[config.mk]
export PLATFORM = sky130hd
export DESIGN_NAME = stable_priority_queue_core
export DESIGN_NICKNAME = d
export VERILOG_FILES = /design/src/spq_pkg.sv /design/src/spq_cell.sv /design/src/stable_priority_queue_core.sv
export VERILOG_INCLUDE_DIRS = /design/src /design/src/src
export SDC_FILE = /design/constraint.sdc
export NUM_CORES = 1
export LEC_CHECK = 0
export ABC_AREA = 1
export ABC_CLOCK_PERIOD_IN_PS = 3100
export BUFFER_PORTS_ARGS = -buffer_cell sky130_fd_sc_hd__buf_4
export CAP_MARGIN = 20
export CORE_MARGIN = 2
export CORE_UTILIZATION = 55
export CTS_CLUSTER_DIAMETER = 100
export DETAILED_ROUTE_END_ITERATION = 6
export GPL_TIMING_DRIVEN = 0
export PLACE_DENSITY_LB_ADDON = 0.08
export SYNTH_ARGS = -nofsm -noshare
export SYNTH_HDL_FRONTEND = slang
export SYNTH_HIERARCHICAL = 1
export SYNTH_SLANG_ARGS = --single-unit
[constraint.sdc]
create_clock -name clk_i -period 3.1 [get_ports clk_i]
set_clock_uncertainty 0.05 [all_clocks]
set_input_delay 0.31 -clock clk_i [delete_from_list [all_inputs] [get_ports clk_i]]
set_output_delay 0.31 -clock clk_i [all_outputs]
set_load 0.005 [all_outputs]
[src/assert_macros.svh]
// Assertion macros shared by the priority queue RTL.
`ifndef ASSERT_MACROS_SVH
`define ASSERT_MACROS_SVH

// Property that holds at every clock edge outside reset.
`define SPQ_ASSERT(lbl, clk, rst_n, prop) \
  lbl: assert property (@(posedge clk) disable iff (!rst_n) (prop)) \
    else $error("%m: assertion failed");

// Same-cycle implication.
`define SPQ_ASSERT_IMPL(lbl, clk, rst_n, ante, cons) \
  lbl: assert property (@(posedge clk) disable iff (!rst_n) (ante) |-> (cons)) \
    else $error("%m: assertion failed");

// Next-cycle implication.
`define SPQ_ASSERT_NEXT(lbl, clk, rst_n, ante, cons) \
  lbl: assert property (@(posedge clk) disable iff (!rst_n) (ante) |=> (cons)) \
    else $error("%m: assertion failed");

`endif

[src/spq_pkg.sv]
// Shared constants and types of the stable priority queue.
package spq_pkg;

  localparam int unsigned DefDepth    = 16;
  localparam int unsigned DefPrioBits = 3;
  localparam int unsigned DefIdBits   = 16;

  // Item kinds on the input tuser
  localparam logic KindInsert = 1'b0;
  localparam logic KindGet    = 1'b1;

  // Result status codes on the output tuser
  localparam logic [1:0] StOk    = 2'd0;
  localparam logic [1:0] StEmpty = 2'd1;
  localparam logic [1:0] StFull  = 2'd2;

  // Per-cycle command broadcast to every cell
  typedef struct packed {
    logic ins;
    logic get;
  } spq_op_t;

endpackage

[src/spq_cell.sv]
// One cell of the sorted shift-register queue: holds one entry slot.
module spq_cell
  import spq_pkg::*;
#(
  parameter int unsigned DEPTH     = DefDepth,
  parameter int unsigned IDX       = 0,
  parameter int unsigned PRIO_BITS = DefPrioBits,
  parameter int unsigned ID_BITS   = DefIdBits,
  localparam int unsigned CntW     = $clog2(DEPTH + 1)
) (
  input  logic                 clk_i,
  input  spq_op_t              op_i,
  input  logic [CntW-1:0]      count_i,
  input  logic [PRIO_BITS-1:0] new_prio_i,
  input  logic [ID_BITS-1:0]   new_id_i,
  input  logic                 left_pass_i,
  input  logic [PRIO_BITS-1:0] left_prio_i,
  input  logic [ID_BITS-1:0]   left_id_i,
  input  logic [PRIO_BITS-1:0] right_prio_i,
  input  logic [ID_BITS-1:0]   right_id_i,
  output logic                 pass_o,
  output logic [PRIO_BITS-1:0] prio_o,
  output logic [ID_BITS-1:0]   id_o
);

  logic [PRIO_BITS-1:0] prio_q, prio_d;
  logic [ID_BITS-1:0]   id_q, id_d;
  logic                 occupied;

  assign occupied = count_i > CntW'(IDX);
  // At or behind the insertion point: empty, or holding a strictly larger number
  assign pass_o   = !(occupied && (prio_q <= new_prio_i));

  always_comb begin
    prio_d = prio_q;
    id_d   = id_q;
    if (op_i.ins && pass_o) begin
      if (left_pass_i) begin
        prio_d = left_prio_i;
        id_d   = left_id_i;
      end else begin
        prio_d = new_prio_i;
        id_d   = new_id_i;
      end
    end else if (op_i.get) begin
      prio_d = right_prio_i;
      id_d   = right_id_i;
    end
  end

  always_ff @(posedge clk_i) begin
    prio_q <= prio_d;
    id_q   <= id_d;
  end

  assign prio_o = prio_q;
  assign id_o   = id_q;

endmodule

[src/stable_priority_queue_core.sv]
// Stable priority queue: a row of DEPTH cells kept sorted by priority number
// (lowest first, equal numbers in arrival order). The block takes one item
// per clock cycle unless the output stalls: on an insert every cell compares
// the new priority with its own entry and the cells behind the insertion
// point shift back by one; on a get every cell takes its right neighbor's
// entry. An item's result appears in the output register in the cycle after
// the item is accepted; the input stalls only while that register holds a
// result that has not been taken. Every item yields exactly one result.
// Queue entries carry no reset; only the occupied slots are ever read.
`include "assert_macros.svh"

module stable_priority_queue_core
  import spq_pkg::*;
#(
  parameter int unsigned DEPTH     = DefDepth,
  parameter int unsigned PRIO_BITS = DefPrioBits,
  parameter int unsigned ID_BITS   = DefIdBits,
  localparam int unsigned CntW     = $clog2(DEPTH + 1),
  localparam int unsigned InW      = ((ID_BITS + PRIO_BITS + 7) / 8) * 8,
  localparam int unsigned OutW     = ((ID_BITS + PRIO_BITS + CntW + 7) / 8) * 8
) (
  input  logic            clk_i,
  input  logic            rst_ni,
  input  logic            s_axis_tvalid_i,
  output logic            s_axis_tready_o,
  input  logic [InW-1:0]  s_axis_tdata_i,  // entry_id, entry_priority, zero fill
  input  logic            s_axis_tuser_i,  // kind
  output logic            m_axis_tvalid_o,
  input  logic            m_axis_tready_i,
  output logic [OutW-1:0] m_axis_tdata_o,  // out_id, out_priority, occupancy, zero fill
  output logic [1:0]      m_axis_tuser_o   // status
);

  logic                 in_accept;
  logic [ID_BITS-1:0]   new_id;
  logic [PRIO_BITS-1:0] new_prio;
  logic                 full, empty;
  spq_op_t              op;

  logic [CntW-1:0]      count_q, count_d;
  logic                 out_valid_q, out_valid_d;
  logic [1:0]           out_status_q, out_status_d;
  logic [ID_BITS-1:0]   out_id_q, out_id_d;
  logic [PRIO_BITS-1:0] out_prio_q, out_prio_d;
  logic [CntW-1:0]      out_occ_q, out_occ_d;

  logic [DEPTH-1:0]     cell_pass;
  logic [PRIO_BITS-1:0] cell_prio [DEPTH];
  logic [ID_BITS-1:0]   cell_id   [DEPTH];

  assign s_axis_tready_o = !out_valid_q || m_axis_tready_i;
  assign in_accept       = s_axis_tvalid_i && s_axis_tready_o;
  assign new_id          = s_axis_tdata_i[ID_BITS-1:0];
  assign new_prio        = s_axis_tdata_i[ID_BITS +: PRIO_BITS];
  assign full            = count_q == CntW'(DEPTH);
  assign empty           = count_q == '0;

  always_comb begin
    op.ins = in_accept && (s_axis_tuser_i == KindInsert) && !full;
    op.get = in_accept && (s_axis_tuser_i == KindGet) && !empty;
  end

  for (genvar i = 0; i < DEPTH; i++) begin : g_cell
    logic                 left_pass;
    logic [PRIO_BITS-1:0] left_prio, right_prio;
    logic [ID_BITS-1:0]   left_id, right_id;

    if (i == 0) begin : g_head
      assign left_pass = 1'b0;
      assign left_prio = '0;
      assign left_id   = '0;
    end else begin : g_mid
      assign left_pass = cell_pass[i-1];
      assign left_prio = cell_prio[i-1];
      assign left_id   = cell_id[i-1];
    end

    if (i == DEPTH - 1) begin : g_tail
      assign right_prio = '0;
      assign right_id   = '0;
    end else begin : g_body
      assign right_prio = cell_prio[i+1];
      assign right_id   = cell_id[i+1];
    end

    spq_cell #(
      .DEPTH    (DEPTH),
      .IDX      (i),
      .PRIO_BITS(PRIO_BITS),
      .ID_BITS  (ID_BITS)
    ) u_cell (
      .clk_i       (clk_i),
      .op_i        (op),
      .count_i     (count_q),
      .new_prio_i  (new_prio),
      .new_id_i    (new_id),
      .left_pass_i (left_pass),
      .left_prio_i (left_prio),
      .left_id_i   (left_id),
      .right_prio_i(right_prio),
      .right_id_i  (right_id),
      .pass_o      (cell_pass[i]),
      .prio_o      (cell_prio[i]),
      .id_o        (cell_id[i])
    );
  end

  always_comb begin
    count_d      = count_q;
    out_valid_d  = out_valid_q && !m_axis_tready_i;
    out_status_d = out_status_q;
    out_id_d     = out_id_q;
    out_prio_d   = out_prio_q;
    out_occ_d    = out_occ_q;
    if (op.ins) begin
      count_d = count_q + CntW'(1);
    end else if (op.get) begin
      count_d = count_q - CntW'(1);
    end
    if (in_accept) begin
      out_valid_d  = 1'b1;
      out_id_d     = '0;
      out_prio_d   = '0;
      out_occ_d    = count_d;
      if (s_axis_tuser_i == KindGet) begin
        if (empty) begin
          out_status_d = StEmpty;
        end else begin
          out_status_d = StOk;
          out_id_d     = cell_id[0];
          out_prio_d   = cell_prio[0];
        end
      end else begin
        out_status_d = full ? StFull : StOk;
      end
    end
  end

  always_ff @(posedge clk_i or negedge rst_ni) begin
    if (!rst_ni) begin
      count_q     <= '0;
      out_valid_q <= 1'b0;
    end else begin
      count_q     <= count_d;
      out_valid_q <= out_valid_d;
    end
  end

  // Result payload: loaded on accept only
  always_ff @(posedge clk_i) begin
    out_status_q <= out_status_d;
    out_id_q     <= out_id_d;
    out_prio_q   <= out_prio_d;
    out_occ_q    <= out_occ_d;
  end

  assign m_axis_tvalid_o = out_valid_q;
  assign m_axis_tuser_o  = out_status_q;
  assign m_axis_tdata_o  = OutW'({out_occ_q, out_prio_q, out_id_q});

  `SPQ_ASSERT(a_count_bound, clk_i, rst_ni, count_q <= CntW'(DEPTH))
  `SPQ_ASSERT_IMPL(a_occ_matches, clk_i, rst_ni, out_valid_q, out_occ_q == count_q)
  `SPQ_ASSERT_NEXT(a_insert_grows, clk_i, rst_ni, op.ins,
                   count_q == $past(count_q) + CntW'(1))
  `SPQ_ASSERT_NEXT(a_get_shrinks, clk_i, rst_ni, op.get,
                   count_q == $past(count_q) - CntW'(1))

  for (genvar i = 1; i < DEPTH; i++) begin : g_order_chk
    `SPQ_ASSERT_IMPL(a_sorted, clk_i, rst_ni, count_q > CntW'(i),
                     cell_prio[i-1] <= cell_prio[i])
  end

endmodule

; ---- Yosys cells after proc, flatten, opt, wreduce, memory -nomap -nowiden
; Index checks and enable logic that the tools add are counted.
[totals]
register_bits = 336
in_bits = 29
word_cells = 251
out_inout_bits = 28
[op_classes]
n_mux = 100
order_cmp = 32
n_addsub = 2
eq_ne = 1
bitwise_logic = 1
reduce_logical = 77
[op_table]
columns = op, n
row1 = 16-bit 2-to-1 mux, 47
row2 = 3-bit 2-to-1 mux, 47
row3 = 3-bit <= comparator, 16
row4 = "5-bit by 4-bit greater-than comparator with 1-bit output, second input constant", 8
row5 = 1-bit logical AND, 38
row6 = 2-bit nonzero test, 16
row7 = "5-bit by 3-bit greater-than comparator with 1-bit output, second input constant", 4
row8 = 1-bit zero test, 20
row9 = "5-bit by 1-bit greater-than comparator with 1-bit output, second input constant", 2
row10 = "5-bit by 2-bit greater-than comparator with 1-bit output, second input constant", 2
row11 = 5-bit 2-to-1 mux, 2
row12 = "5-bit by 1-bit adder with 5-bit output, second input constant", 1
row13 = "5-bit == test, second input constant", 1
row14 = 5-bit zero test, 1
row15 = "5-bit by 1-bit subtractor with 5-bit output, second input constant", 1
row16 = 2-bit 2-to-1 mux, 2
row17 = 1-bit 2-to-1 mux, 2
row18 = 2-bit OR reduction, 1
row19 = 1-bit logical OR, 1
row20 = 1-bit NOT, 1

; ---- Depth between registers and ports, before layout
[depth]
ltp_word = 7
ltp_mapped = 13
ltp_nobuf = 11

; ---- Modules after synthesis
; The synthesis kept the hierarchy.
[by_module_without_submodules]
columns = module, n_inst, area_per_inst_um2, cells_per_inst
row1 = spq_cell (g_cell[13].u_cell ...), 4, 1231.2, 124
row2 = spq_cell (g_cell[1].u_cell ...), 3, 1229.9, 124
row3 = spq_cell (g_cell[10].u_cell ...), 2, 1241.2, 127
row4 = spq_cell (g_cell[0].u_cell ...), 2, 1236.2, 124
row5 = stable_priority_queue_core, 1, 1406.3, 131
row6 = spq_cell (g_cell[12].u_cell), 1, 1260.0, 124
row7 = spq_cell (g_cell[14].u_cell), 1, 1232.4, 124
row8 = spq_cell (g_cell[15].u_cell), 1, 1218.7, 121
row9 = spq_cell (g_cell[11].u_cell), 1, 1189.9, 122
row10 = spq_cell (g_cell[7].u_cell), 1, 1188.6, 122

; ---- Worst setup path after synthesis
; No wires, ideal clock.
[synth_path]
path_kind = reg2reg
startpoint = register out_valid_q (netlist: m_axis_tvalid_o)
endpoint = register g_cell[11].u_cell.id_q[0] (enable)
path_stages_with_launch = 7
slack_ns = 0.100
arrival_time_ns = 2.575
path_buffers = 1
t_required_ns = 2.674
path_cell_list = dfrtp_1 > a21oi_4 > nand3_2 > inv_2 > nand2_2 > buf_6 > nand2_1
[synth_rtl]
columns = item, line_no
row1 = from (decl), stable_priority_queue_core.sv:41  ; logic out_valid_q, out_valid_d;
row2 = from (signal assigned), stable_priority_queue_core.sv:145  ; out_valid_q <= out_valid_d;
row3 = to (signal assigned), spq_cell.sv:53  ; id_q <= id_d;
row4 = to (decl), spq_cell.sv:27  ; logic [ID_BITS-1:0] id_q, id_d;

==> insert_results.sql <==
INSERT INTO impl_metrics (metric_group, metric, value, unit) VALUES
('clock_network', 'cts_tree', 'built', ''),
('timing', 'slew_violations', '0', ''),
('timing', 'setup-violations-final', '0', ''),
('timing', 'period_utilization_post_route', '0.931', ''),
('synthesis', 'syn_area_per_cell', '9.96', 'um2'),
('layout', 'highest_count_cells_in_the_layout_ignoring_fill_and_taps', 'sky130_fd_sc_hd__nand2_1 (646), sky130_fd_sc_hd__nand3_1 (346), sky130_fd_sc_hd__edfxtp_1 (330), sky130_fd_sc_hd__mux2_2 (262), sky130_fd_sc_hd__inv_1 (114)', ''),
('detailed_routing', 'drt_iter0_drc', '940', ''),
('synthesis', 'synth-warning-count', '6', ''),
('clock_network', 'clk_root_buffer_cell', 'sky130_fd_sc_hd__clkbuf_16', ''),
('pwr', 'peak_supply_drop', '0.407', 'mV'),
('pwr', 'power_density', '791', 'nW/um2'),
('global_route', 'gr-usage-met2', '0.507', ''),
('layout', 'antennaDiodeCount', '0', ''),
('clock_network', 'clock_sinks', '336', ''),
('synthesis', 'yosys_register_bits', '336', ''),
('timing', 'timing.fmax', '347', 'MHz'),
('critical_path', 'worstSetupStartpointType', 'flip-flop', ''),
('global_route', 'met1_usage_in_global_routing', '0.337', ''),
('detailed_routing', 'total_number_of_vias', '15600', ''),
('layout', 'flow.area_growth_from_synthesis', '11.6', '%'),
('detailed_routing', 'final_antenna_net_count', '0', ''),
('layout', 'multi_input_comb_area', '9520', 'um2'),
('clock_network', 'cts_buffers', '40', ''),
('clock_network', 'clkLatencyLatePin', '0.56', 'ns'),
('layout', 'fin_nets', '2330', ''),
('timing', 'final_hold_vios', '0', ''),
('clock_network', 'clk_transition_reported_paths', '0.06', 'ns'),
('status', 'status', 'completed', ''),
('pwr', 'switching_share', '0.348', ''),
('die', 'chipWidth', '200', 'um'),
('timing', 'fin_setup_tns', '0', 'ns'),
('timing', 'measured_slew_at_the_worst_slew_check_pin', '0.892', 'ns'),
('die', 'floorplan.core_area', '37700', 'um2'),
('synthesis', 'synth-main-ff-cell', 'sky130_fd_sc_hd__edfxtp_1', ''),
('clock_network', 'cts_htree_levels', '2', ''),
('critical_path', 'critPathCaptureType', 'flip-flop', ''),
('die', 'die-area', '39900', 'um2'),
('detailed_routing', 'wirelength_per_cell', '19.7', 'um'),
('timing', 'timing.slew.headroom', '0.405', ''),
('critical_path', 'crit_required', '3.25', 'ns'),
('pwr', 'switching_power', '0.00647', 'W'),
('synthesis', 'synth_cell_types', '30', ''),
('pwr', 'clkPwrFrac', '0.235', ''),
('synthesis', 'ys_seq_area_frac', '0.478', ''),
('layout', 'ff_latch_area', '10100', 'um2'),
('global_route', 'grt.busiest_layer', 'met2', ''),
('synthesis', 'synth_enable_flop_cells', '330', ''),
('global_route', 'number_of_antenna_violations_at_the_first_check_in_global_routing', '1', ''),
('detailed_routing', 'mean_number_of_vias_per_cell', '5.59', ''),
('flow_run', 'count_of_maximum_capacitance_violations', '0', ''),
('synthesis', 'async_flop_share', '0.0179', ''),
('critical_path', 'critical_path.max_fanout', '20', ''),
('layout', 'layout-drive-gt1-share', '0.285', ''),
('min_path', 'min-delay-path-class', 'primary input to async pin', ''),
('clock_network', 'max-clock-path-buffers', '3', ''),
('layout', 'post_route_non_filler_standard_cell_count', '2790', ''),
('layout', 'mostFrequentLayoutCell', 'sky130_fd_sc_hd__nand2_1', ''),
('clock_network', 'post-cts-setup-buffers', '0', ''),
('pwr', 'cellLeakagePower', '10.4', 'nW'),
('pwr', 'cellInternalPower', '0.0121', 'W'),
('synthesis', 'synthesis.area', '21100', 'um2'),
('global_route', 'globalRouteMet3Util', '0.0510', ''),
('die', 'die_h', '200', 'um'),
('pwr', 'power_frac_comb', '0.386', ''),
('die', 'starting_density_of_the_core', '0.559', ''),
('layout', 'fillerInstances', '3199', ''),
('synthesis', 'netlist_instances', '2114', ''),
('global_route', 'grtUsageTotal', '0.282', ''),
('placed_design', 'placedCellCount', '2717', ''),
('detailed_routing', 'drt_drc_violations_left', '0', ''),
('timing', 'fin_crit', '2.88', 'ns');
==> flip-flops by register name (all words and copies together), names as in the netlist <==
name                  cells
m_axis_tuser_o            2
out_id_q                 16
m_axis_tvalid_o           1
out_occ_q                 5
out_prio_q                3
g_cell.u_cell/prio_o     48
count_q                   5
g_cell.u_cell/id_o      256
==> through the flow <==
step,worst slack (ns),power [W],hold slack (ns),utilization,cell area (um2)
after global placement,-0.732,0.0140,0.0746,0.590,22200
after floorplan,0.0996,0.0125,-0.0356,-,21200
after CTS,0.0430,0.0186,0.0172,0.624,23500
after detailed placement,-0.474,0.0142,0.0765,0.591,22300
after global routing,0.0744,0.0196,0.0306,0.624,23500
final,0.215,0.0186,0.0434,0.624,23500
==> cell type report <==
| class | instances | area share |
|---|---|---|
| Sequential cell | 336 | 0.428 |
| Multi-Input combinational cell | 1574 | 0.405 |
| Buffer | 129 | 0.0536 |
| Clock buffer | 50 | 0.0451 |
| Tap cell | 511 | 0.0272 |
| Inverter | 116 | 0.0186 |
| Timing Repair Buffer | 54 | 0.0180 |
| Clock inverter | 20 | 0.00505 |
==> logic make-up after synthesis <==
logic type                 synth area share
other                              0.000178
buffers and inverters                0.0805
muxes                                 0.147
adders and majority gates            0.0297
and+or+nand+nor                       0.247
xor gates and xnor gates            0.00125
AOI/OAI and AO/OA                    0.0165
DFF                                   0.478
==> final timing paths <==
check                      cells past startpoint                             endpoint  slack [ns]                           startpoint
min reg2reg                                    2  g_cell[14].u_cell/id_o[2]$_DFFE_PP_        0.47  g_cell[15].u_cell/id_o[2]$_DFFE_PP_
max                                            8   g_cell[7].u_cell/id_o[6]$_DFFE_PP_        0.22                 count_q[2]$_DFF_PN0_
min in group clk_i                             2      m_axis_tuser_o[1]$_SDFFCE_PP0N_        0.05                       s_axis_tuser_i
max in group asynchronous                      2                 count_q[1]$_DFF_PN0_        2.82                               rst_ni
min                                            2                 count_q[3]$_DFF_PN0_        0.04                               rst_ni
max reg2reg                                    8   g_cell[7].u_cell/id_o[6]$_DFFE_PP_        0.22                 count_q[2]$_DFF_PN0_
==> power groups by stage <==
stage / Combinational (W) / Clock, W / Sequential [W]
6_report: 0.00718 / 0.00436 / 0.00706
5_1_grt: 0.00787 / 0.00461 / 0.00714
4_1_cts: 0.00713 / 0.00445 / 0.00707
3_5_place_dp: 0.00707 / 0 / 0.00716
3_3_place_gp: 0.00688 / 0 / 0.00715
2_1_floorplan: 0.00572 / 0 / 0.00677
==> what timing repair did <==
item | in CTS | in global routing
gates cloned | 1 | 0
resized for setup | 13 | 6
endpoints found under the hold margin | 7 | 0
endpoints found under the setup margin | 323 | 306
hold buffers | 2 | 0
pin swaps | 1 | 0
==> cell usage after synthesis (2+ instances only) <==
library cell	instances	area [um2]
sky130_fd_sc_hd__nand3_1	346	1730
sky130_fd_sc_hd__inv_1	114	428
sky130_fd_sc_hd__buf_4	15	113
sky130_fd_sc_hd__nand2_2	76	475
sky130_fd_sc_hd__edfxtp_1	330	9910
sky130_fd_sc_hd__buf_2	21	105
sky130_fd_sc_hd__nand4_1	2	12.5
sky130_fd_sc_hd__inv_2	2	7.51
sky130_fd_sc_hd__dfrtp_1	6	150
sky130_fd_sc_hd__nand2_1	659	2470
sky130_fd_sc_hd__mux2_2	262	2950
sky130_fd_sc_hd__nor3_2	2	20.0
sky130_fd_sc_hd__nand2_4	29	327
sky130_fd_sc_hd__o21ai_0	35	175
sky130_fd_sc_hd__nand3_2	2	20.0
sky130_fd_sc_hd__mux2_4	10	150
sky130_fd_sc_hd__a21oi_1	3	15.0
sky130_fd_sc_hd__nor2_1	32	120
sky130_fd_sc_hd__nor2_2	3	18.8
sky130_fd_sc_hd__a21oi_2	13	114
sky130_fd_sc_hd__ha_1	50	626
sky130_fd_sc_hd__xor2_1	3	26.3
sky130_fd_sc_hd__buf_6	92	1040
==> critical path, stage by stage, from the launching register on <==
cell	delay, ns
sky130_fd_sc_hd__dfrtp_1	0.78
sky130_fd_sc_hd__nor2_2	0.13
sky130_fd_sc_hd__nand3_1	0.16
sky130_fd_sc_hd__nand3_2	0.16
sky130_fd_sc_hd__inv_4	0.32
sky130_fd_sc_hd__buf_12	0.27
sky130_fd_sc_hd__nand2_2	0.11
sky130_fd_sc_hd__buf_6	0.15
sky130_fd_sc_hd__nand2_2	0.35
==> layer usage <==
layer  share of wire  routed length, um  vias up
li1                -                  -     7488
met1            0.40              21900     7548
met2            0.52              28500      451
met3           0.054               2990      120
met4           0.031               1710        0
met5               0                  0        -
No activity file was read; power rests on OpenSTA's default activity.
